[src/s2v_pkg.sv]
// Shared types, constants and elaboration-time table functions for the slope to Vs30 block.
package s2v_pkg;

  localparam int SLOPE_W   = 24;
  localparam int WEIGHT_W  = 17;
  localparam int CFG_W     = 12;
  localparam int CFG_IDX_W = 2;
  localparam int VS_W      = 16;

  localparam int ROWS_MAX       = 16;
  localparam int ROW_IDX_W      = $clog2(ROWS_MAX);
  localparam int TABLE_ROWS_DEF = 6;
  localparam int Q_DEPTH_DEF    = 4;

  // Log values are signed Q16 and stay within +/- 2^22.
  localparam int LW     = 23;
  localparam int DW     = LW + 1;
  localparam int PW     = 2 * DW;
  localparam int EW     = PW + 2;
  localparam int MW     = 31;
  localparam int FRAC_W = 16;
  localparam int INT_W  = 5;
  localparam int IPW    = 8;
  localparam int VQ8_W  = 20;
  localparam int VWIDE_W = 34;

  localparam logic [VQ8_W-1:0]    Q8_CAP     = '1;
  localparam logic [WEIGHT_W-1:0] WEIGHT_ONE = 17'h10000;

  localparam logic [CFG_W-1:0] WATER_RST = 12'd600;
  localparam logic [CFG_W-1:0] FLOOR_RST = 12'd180;
  localparam logic [CFG_W-1:0] CEIL_RST  = 12'd900;

  localparam logic [CFG_IDX_W-1:0] REG_WATER = 2'd0;
  localparam logic [CFG_IDX_W-1:0] REG_FLOOR = 2'd1;
  localparam logic [CFG_IDX_W-1:0] REG_CEIL  = 2'd2;

  typedef enum logic [1:0] {MODE_ROW, MODE_BELOW, MODE_ABOVE} mode_t;

  typedef struct packed {
    logic                land;
    logic                zero;
    logic [WEIGHT_W-1:0] weight;
  } tag_t;

  typedef struct packed {
    mode_t                mode;
    logic [ROW_IDX_W-1:0] row;
  } pick_t;

  typedef struct packed {
    tag_t                   tag;
    logic signed [LW-1:0]   lg;
    pick_t                  pick_cr;
    pick_t                  pick_ac;
  } item_t;

  typedef logic [ROWS_MAX-1:0][3:0][LW-1:0] logtab_t;
  typedef int unsigned rowtab_t [ROWS_MAX][4];

  // Columns: v0, v1 in m/s; s0, s1 in units of 1e-5.
  localparam rowtab_t CRATON_ROWS = '{
    '{180, 240, 2, 200}, '{240, 300, 200, 400}, '{300, 360, 400, 720},
    '{360, 490, 720, 1300}, '{490, 620, 1300, 1800}, '{620, 760, 1800, 2500},
    '{0, 0, 0, 0}, '{0, 0, 0, 0}, '{0, 0, 0, 0}, '{0, 0, 0, 0}, '{0, 0, 0, 0},
    '{0, 0, 0, 0}, '{0, 0, 0, 0}, '{0, 0, 0, 0}, '{0, 0, 0, 0}, '{0, 0, 0, 0}};
  localparam rowtab_t ACTIVE_ROWS = '{
    '{180, 240, 30, 350}, '{240, 300, 350, 1000}, '{300, 360, 1000, 1800},
    '{360, 490, 1800, 5000}, '{490, 620, 5000, 10000}, '{620, 760, 10000, 14000},
    '{0, 0, 0, 0}, '{0, 0, 0, 0}, '{0, 0, 0, 0}, '{0, 0, 0, 0}, '{0, 0, 0, 0},
    '{0, 0, 0, 0}, '{0, 0, 0, 0}, '{0, 0, 0, 0}, '{0, 0, 0, 0}, '{0, 0, 0, 0}};

  // Bit-exact Q16 log2 by repeated squaring, used only for constants.
  function automatic longint log2_q16(longint unsigned x);
    int p;
    longint unsigned m;
    longint frac;
    p = 63;
    frac = 0;
    if (x == 0) return 0;
    while (x[p] == 1'b0) p--;
    if (p <= 30) m = x << (30 - p);
    else m = x >> (p - 30);
    for (int i = 0; i < 16; i++) begin
      m = (m * m) >> 30;
      frac = frac << 1;
      if (m >= (64'd2 << 30)) begin
        m = m >> 1;
        frac = frac | 1;
      end
    end
    return longint'(p) * 65536 + frac;
  endfunction

  function automatic longint unsigned sqrt_floor(longint unsigned v);
    longint unsigned res;
    longint unsigned bitv;
    longint unsigned rem;
    res = 0;
    rem = v;
    bitv = 64'd1 << 62;
    while (bitv > rem) bitv = bitv >> 2;
    while (bitv != 0) begin
      if (rem >= res + bitv) begin
        rem = rem - (res + bitv);
        res = (res >> 1) + bitv;
      end else begin
        res = res >> 1;
      end
      bitv = bitv >> 2;
    end
    return res;
  endfunction

  // 2^(2^-k) in Q30.
  function automatic logic [MW-1:0] root_q30(int k);
    longint unsigned r;
    r = 64'd2 << 30;
    for (int i = 1; i <= k; i++) r = sqrt_floor(r << 30);
    return r[MW-1:0];
  endfunction

  function automatic logtab_t make_logs(bit active);
    logtab_t t;
    longint ten5;
    longint l;
    int unsigned v;
    ten5 = log2_q16(100000);
    for (int r = 0; r < ROWS_MAX; r++) begin
      for (int c = 0; c < 4; c++) begin
        v = active ? ACTIVE_ROWS[r][c] : CRATON_ROWS[r][c];
        l = log2_q16(longint'(v));
        if (c >= 2) l = l - ten5;
        t[r][c] = l[LW-1:0];
      end
    end
    return t;
  endfunction

endpackage

[src/s2v_fifo.sv]
// Short queue between the front end and the two interpolation lanes.
module s2v_fifo #(
  parameter int DEPTH = s2v_pkg::Q_DEPTH_DEF
) (
  input  logic            clk,
  input  logic            rst,
  input  logic            push,
  input  s2v_pkg::item_t  din,
  input  logic            pop,
  output s2v_pkg::item_t  dout,
  output logic            full,
  output logic            empty
);
  import s2v_pkg::*;

  localparam int AW = $clog2(DEPTH);
  localparam int CW = $clog2(DEPTH + 1);

  item_t          mem [DEPTH];
  logic [AW-1:0]  wp;
  logic [AW-1:0]  rp;
  logic [CW-1:0]  cnt;

  always_ff @(posedge clk) begin
    if (rst) begin
      wp  <= '0;
      rp  <= '0;
      cnt <= '0;
    end else begin
      if (push) wp <= (wp == AW'(DEPTH - 1)) ? '0 : wp + 1'b1;
      if (pop)  rp <= (rp == AW'(DEPTH - 1)) ? '0 : rp + 1'b1;
      cnt <= cnt + CW'(push) - CW'(pop);
    end
  end

  always_ff @(posedge clk) begin
    if (push) mem[wp] <= din;
  end

  assign dout  = mem[rp];
  assign full  = (cnt == CW'(DEPTH));
  assign empty = (cnt == '0);

endmodule

[config.mk]
export PLATFORM = sky130hd
export DESIGN_NAME = s2v_fifo
export DESIGN_NICKNAME = d
export VERILOG_FILES = /design/src/s2v_pkg.sv /design/src/s2v_fifo.sv
export SDC_FILE = /design/constraint.sdc
export NUM_CORES = 1
export LEC_CHECK = 0
export BUFFER_PORTS_ARGS = -buffer_cell sky130_fd_sc_hd__buf_2
export CAP_MARGIN = 20
export CORE_MARGIN = 10
export CORE_UTILIZATION = 51
export CTS_CLUSTER_SIZE = 14
export DETAILED_ROUTE_END_ITERATION = 8
export PLACE_DENSITY = 0.84
export SLEW_MARGIN = 40
export SYNTH_ARGS = -nofsm -noshare
export SYNTH_HDL_FRONTEND = slang
export SYNTH_SLANG_ARGS = --single-unit
[constraint.sdc]
create_clock -name clk -period 2.08 [get_ports clk]
set_clock_uncertainty 0.05 [all_clocks]
set_input_delay 0 -clock clk [delete_from_list [all_inputs] [get_ports clk]]
set_output_delay 0 -clock clk [all_outputs]
set_load 0.02 [all_outputs]
==> run_results.csv, run 1 <==
group,metric,value,unit
run_status,outcome,"complete, no violations",
synthesis,yosys_warn_count,0,
routing,detail_route.wl_per_cell,20.63,um
placement,hpwlAfterDp,9.237,mm
global_route,grt_first_pass_wirelength,24.48,mm
routing,detail_route.drc_violations,0,
layout,sequential_cell_area,6671,um2
pwr,worst_ir_drop_vdd,0.7415,mV
pwr,power.density,952.5,nW/um2
flow_run,max_cap_violations,0,
setup_path,highest_fanout_seen_on_the_critical_path,21,
routing,drt-total-wl,15.52,mm
clock_tree,post-cts-setup-buffer-count,0,
routing,via_per_inst,5.205,
timing,period_needed,1.980,ns
pwr,static-leakage-power,3.626,nW
floorplanning,fp-row-count,46,
setup_path,timing.critical_path.to_type,"output pin",
synthesis,synth.top_cell.area_share,0.7803,
clock_tree,number_of_buffers_inserted_during_clock_tree_synthesis,22,
setup_path,worst_path_dominant_cell_family,"multiplexers",
setup_path,cpMaxStageDelayCell,"mux4_1",
clock_tree,cts.clk_slew.worst_paths,0.06,ns
worst_hold_path,hp-class,"input pin to flop",
placement,buffer_ports.inserted,113,
global_route,grt_start_max_net_pins,55,
global_route,globalRouteOverflowTotal,0,
synthesis,post-synth-top-count-cell,"edfxtp_1",
clock_tree,ctsHtreeMaxLevel,1,
setup_path,timing.setup.critical_path_class,"flop to output pin",
clock_tree,clk_latency,0.49,ns
synthesis,netlist_instances,325,
routing,detailedRoute.firstPassIterationCount,5,
clock_tree,root_buffer,"clkbuf_16",
clock_tree,cts.path.max_buffers,3,
pwr,p_total,9.975,mW
synthesis,synth_top_cells_by_area,"edfxtp_1, mux4_2, dfxtp_1",
synthesis,synth_edf_count,216,
synthesis,asyncSetResetFlopFracSynth,0,
setup_path,crit_chain,"buf_12 -> mux4_1 -> buf_2",
layout,final_layout_size_suffix_gt1_frac,0.3981,
floorplanning,floorplan.die.height,147.7,um
routing,detail_route.iter0.violations,186,
setup_path,worstPathBufferInverterCount,2,
timing,timing.final.max_slew_violations,0,
global_route,gr-usage-all-layers,0.1422,
setup_path,critical_path_arrival,1.93,ns
layout,final_nets,587,
clock_tree,cts_tree,"done",
floorplanning,die_w,147.7,um
synthesis,synth_seq_area_share,0.8019,
synthesis,ys_dominant_reg_cell,"edfxtp_1",
placement,place_ws,0.2770,ns
clock_tree,cts_sinks,225,
setup_path,worstSetupStartpointType,"flop",
synthesis,synth.top_cells.by_count,"edfxtp_1, mux4_2, dfxtp_1, ha_1, inv_1",
floorplanning,floorplan.die_area,21810,um2
synthesis,syn_area,8313,um2
setup_path,critical_path_required,2.03,ns
timing,hold_violations,0,
floorplanning,floorplan.core_area,15940,um2
timing,max-slew-margin-rel,0.7180,
synthesis,post_synthesis_mean_instance_area,25.58,um2
layout,area_growth_syn_to_layout,25.98,%
synthesis,synth_area_leader,"edfxtp_1",
synthesis,synth_nets,391,
floorplanning,num_io_pins,114,
timing,final.setup.worst_slack,0.1004,ns
layout,filler_cell_count,1038,
placement,gp_routability_congestion,0.6981,
timing,tns,0,ns
synthesis,synthDistinctLibCells,21,
timing,period_utilization,0.9517,
timing,worst-slew-pin-transition,0.4230,ns
global_route,antenna_violations_before_repair,1,
setup_path,cpPeakStageDelay,0.60,ns
floorplanning,initial_core_util,0.5214,
routing,route.vias.total,3914,
synthesis,postSynthRegisterBits,225,
timing,setup-violations-final,0,
global_route,vias_in_the_first_global_route,4383,
timing,grt_setup_unrepaired,"false",
layout,multiInputGateArea,1484,um2
timing,max_freq,505.2,MHz
routing,final_antenna_net_count,0,
registers in the layout, summed over array words and instances (netlist names), named ones only:
register,cells
mem,216
cnt,3
rp,2
wp,2
logic make-up (layout without fill, tap and decap cells):
family | count (synthesis) | in the layout | share of synthesized area
buffers and inverters | 18 | 228 | 0.01972
and+or+nand+nor | 15 | 15 | 0.01084
DFF | 225 | 225 | 0.8019
adders and majority gates | 8 | 8 | 0.01294
other | 0 | 1 | 0
xor gates and xnor gates | 1 | 1 | 0.002859
AOI/OAI and AO/OA | 2 | 2 | 0.001204
muxes | 56 | 56 | 0.1505
worst paths after layout:
kind                              start         end  slack (ns)  depth (start not counted)
worst max-delay path               flop    dout[44]        0.10                          3
worst min-delay path            din[47]  mem[1][47]        0.20                          2
worst max register to register   cnt[0]      cnt[2]        0.21                          7
worst min register to register    rp[0]        flop        0.48                          2
stage by stage:
stage                 util  hold WS [ns]  cells  instance area [um2]
detailed placement  0.5768        0.1670    654                 9195
finish              0.6569        0.2029    752                10470
floorplan                -       0.01907    325                 8318
CTS                 0.6549        0.1827    750                10440
global placement    0.5768        0.1590    654                 9195
global route        0.6569        0.1979    752                10470
final cells by class:
class                           count  share of cell area
Tap cell                          216             0.02581
Clock inverter                      9            0.006452
Inverter                            6            0.002151
Sequential cell                   225              0.6370
Clock buffer                       29             0.05711
Multi-Input combinational cell     82              0.1417
Antenna cell                        1           0.0002389
Timing Repair Buffer              184              0.1295
layer usage:
metal / vias up / routed length, um / global-route usage
li1: 1772 / - / -
met1: 2023 / 6132 / 0.1722
met2: 101 / 8282 / 0.2500
met3: 18 / 916 / 0.03755
met4: 0 / 185 / 0.03221
met5: - / 0 / 0
report_power, final:
group / internal [mW] / total [mW] / switching, mW / leakage, nW
Sequential: 5.17 / 5.23 / 0.0588 / 2.06
Combinational: 0.517 / 1.11 / 0.598 / 1.24
Clock: 2.14 / 3.63 / 1.49 / 0.323
repair_timing:
item	CTS	global route
hold endpoints to repair	225	0
hold buffers	58	0
gates resized for setup	0	2
setup endpoints to repair	0	2
layout by cell type, fill, tap and decap left out, types with 4 or more instances in the layout:
cell,n
and2_2,4
buf_12,6
buf_2,113
buf_4,5
clkbuf_1,6
clkbuf_16,24
clkinv_1,4
dfxtp_1,7
dlygate4sd3_1,58
edfxtp_1,216
ha_1,7
inv_1,6
mux4_2,51
worst reg2reg max path: cells and delay by family (launching register included):
family	cells	cell delay, ns
simple gates	1	0.04
flops	1	0.32
xor+xnor	1	0.39
fa+ha+maj	3	0.84
buf+inv	2	0.11
Power figures use the tool's default switching activity.
==> run 2, diff against run 1 <==
--- a/config.mk
+++ b/config.mk
@@ -8,10 +8,10 @@
 export BUFFER_PORTS_ARGS = -buffer_cell sky130_fd_sc_hd__buf_2
 export CAP_MARGIN = 20
 export CORE_MARGIN = 10
-export CORE_UTILIZATION = 51
+export CORE_UTILIZATION = 55
 export CTS_CLUSTER_SIZE = 14
 export DETAILED_ROUTE_END_ITERATION = 8
-export PLACE_DENSITY = 0.84
+export PLACE_DENSITY = 0.86
 export SLEW_MARGIN = 40
 export SYNTH_ARGS = -nofsm -noshare
 export SYNTH_HDL_FRONTEND = slang
==> constraint.sdc (replaced) <==
create_clock -name clk -period 2 [get_ports clk]
set_clock_uncertainty 0.05 [all_clocks]
set_input_delay 0 -clock clk [delete_from_list [all_inputs] [get_ports clk]]
set_output_delay 0 -clock clk [all_outputs]
set_load 0.02 [all_outputs]
==> run_results.csv, run 2 (synthesis results as in run 1) <==
group,metric,value,unit
timing,max_freq,498.9,MHz
pwr,worst_ir_drop_vdd,0.6990,mV
floorplanning,die_w,142.9,um
pwr,comb_power_share,0.108,
timing,period_needed,2.005,ns
floorplanning,floorplan.die.height,142.9,um
routing,detail_route.iter0.violations,185,
layout,area_growth_syn_to_layout,26.55,%
routing,via_per_inst,5.495,
worst_hold_path,whs_endpoint,"mem[1][19]",
layout,final_cell_mix,"edfxtp_1, buf_2, dlygate4sd3_1",
pwr,p_sw,2.299,mW
routing,route.vias.total,4000,
layout,filler_cell_count,850,
flow_run,max_cap_violations,0,
global_route,globalRouteOverflowTotal,0,
layout,final_layout_size_suffix_gt1_frac,0.4088,
timing,grt_setup_unrepaired,"true",
global_route,grt_first_pass_wirelength,25.32,mm
clock_tree,number_of_buffers_inserted_during_clock_tree_synthesis,23,
timing,final.setup.worst_slack,-0.004560,ns
placement,gp_routability_congestion,0.6888,
routing,detail_route.drc_violations,0,
setup_path,critical_path_arrival,1.95,ns
layout,layout.core_utilization,0.7157,
clock_tree,cts_sinks,225,
pwr,share_seq_of_total_power,0.509,
layout,largest_reg_flops,216,
worst_hold_path,hold_depth,2,
global_route,vias_in_the_first_global_route,4519,
pwr,static-leakage-power,3.684,nW
clock_tree,cts_tree,"done",
setup_path,timing.setup.critical_path_class,"flop to output pin",
global_route,antenna_violations_before_repair,1,
setup_path,timing.rr.start,"cnt[0]",
timing,tns,-0.004560,ns
run_status,violations_in_the_final_reports,"negative setup slack",
timing,worst-slew-pin-transition,0.3665,ns
floorplanning,initial_core_util,0.5655,
routing,final_antenna_net_count,0,
setup_path,ff2ff_setup_slack,0.17,ns
clock_tree,root_buffer,"clkbuf_16",
setup_path,rr_endpoint,"cnt[2]",
layout,layout_top_registers,"mem (216), cnt (3)",
placement,hpwlAfterDp,9.385,mm
setup_path,worstSetupStartpointType,"flop",
layout,layout.cells.most_common,"edfxtp_1",
routing,drt-total-wl,15.90,mm
placement,dp.cells,625,
timing,period_utilization,1.002,
routing,detail_route.wl_per_cell,21.84,um
timing,hold_violations,0,
timing,timing.final.max_slew_violations,0,
clock_tree,ctsHtreeMaxLevel,1,
clock_tree,clk_latency,0.49,ns
pwr,switching_portion_of_total_power,0.2149,
pwr,power.density,1017,nW/um2
layout,final_nets,594,
setup_path,highest_fanout_seen_on_the_critical_path,12,
clock_tree,cts.clk_slew.worst_paths,0.06,ns
worst_hold_path,hold_path.startpoint,"din[19]",
timing,max-slew-margin-rel,0.7557,
placement,place_ws,0.2084,ns
layout,finished_layout_cells,728,
setup_path,timing.critical_path.to_type,"output pin",
layout,max_flop_register,"mem",
placement,buffer_ports.inserted,113,
setup_path,critical_path_required,1.95,ns
floorplanning,fp-row-count,44,
timing,setup-violations-final,1,
routing,detailedRoute.firstPassIterationCount,4,
floorplanning,floorplan.die_area,20430,um2
global_route,grt_start_max_net_pins,55,
floorplanning,num_io_pins,114,
pwr,clock_power_share,0.384,
clock_tree,cts.path.max_buffers,3,
global_route,gr-usage-all-layers,0.1591,
setup_path,worst_r2r_path_depth,7,
pwr,cellInternalPower,8.403,mW
run_status,outcome,"complete, but fails checks",
worst_hold_path,hp-class,"input pin to flop",
floorplanning,floorplan.core_area,14700,um2
==> run 2: how the worst max path moves through the flow <==
stage	from	slack, ns	end	depth (start not counted)
global route	flop	-0.08	dout[52]	3
floorplan	cnt[0]	0.29	cnt[2]	7
CTS	flop	-0.04	dout[19]	3
global placement	cnt[0]	0.24	cnt[2]	7
finish	flop	-0.005	dout[19]	3
detailed placement	cnt[0]	0.21	cnt[2]	7
==> run 2: cell type report <==
class / count / area (um2) / area share
Sequential cell: 225 / 6671 / 0.6342
Multi-Input combinational cell: 82 / 1488 / 0.1414
Timing Repair Buffer: 190 / 1376 / 0.1308
Clock buffer: 27 / 590.6 / 0.05614
Tap cell: 184 / 230.2 / 0.02188
Clock inverter: 13 / 138.9 / 0.01320
Inverter: 6 / 22.52 / 0.002141
Antenna cell: 1 / 2.502 / 0.0002379
==> run 2: routing by layer <==
metal | GRT usage | vias to the layer above | part of all wire
met3 | 0.04013 | 16 | 0.059
li1 | - | 1784 | -
met2 | 0.2714 | 113 | 0.52
met5 | 0 | - | 0
met1 | 0.2007 | 2087 | 0.41
met4 | 0.03909 | 0 | 0.013
==> run 2: timing repair <==
item / CTS / global route
endpoints found under the setup margin: 36 / 26
hold buffers: 57 / 0
resized for setup: 2 / 1
hold endpoints to repair: 225 / 0
setup buffers: 4 / 0
cloned: 1 / 0
==> run 2: through the flow <==
| stage | hold WS, ns | power (mW) | area [um2] |
|---|---|---|---|
| 6_report | 0.2062 | 10.70 | 10520 |
| 5_1_grt | 0.2082 | 11.11 | 10520 |
| 4_1_cts | 0.1820 | 10.83 | 10510 |
| 3_5_place_dp | 0.1677 | 6.592 | 9140 |
| 3_3_place_gp | 0.1578 | 6.546 | 9140 |
| 2_1_floorplan | 0.01907 | 6.211 | 8318 |
==> run 2: power by group through the flow <==
stage	clock, mW	sequential [mW]	combinational (mW)
after floorplan	0	5.52	0.694
after global placement	0	5.53	1.02
after detailed placement	0	5.54	1.05
after global routing	4.40	5.46	1.25
after CTS	4.21	5.44	1.17
final	4.11	5.44	1.15
==> run 2: worst max-delay path, cell delays in order (launching register included) <==
cell	delay [ns]
dfxtp_4	0.43
bufbuf_16	0.33
mux4_2	0.52
buf_2	0.18
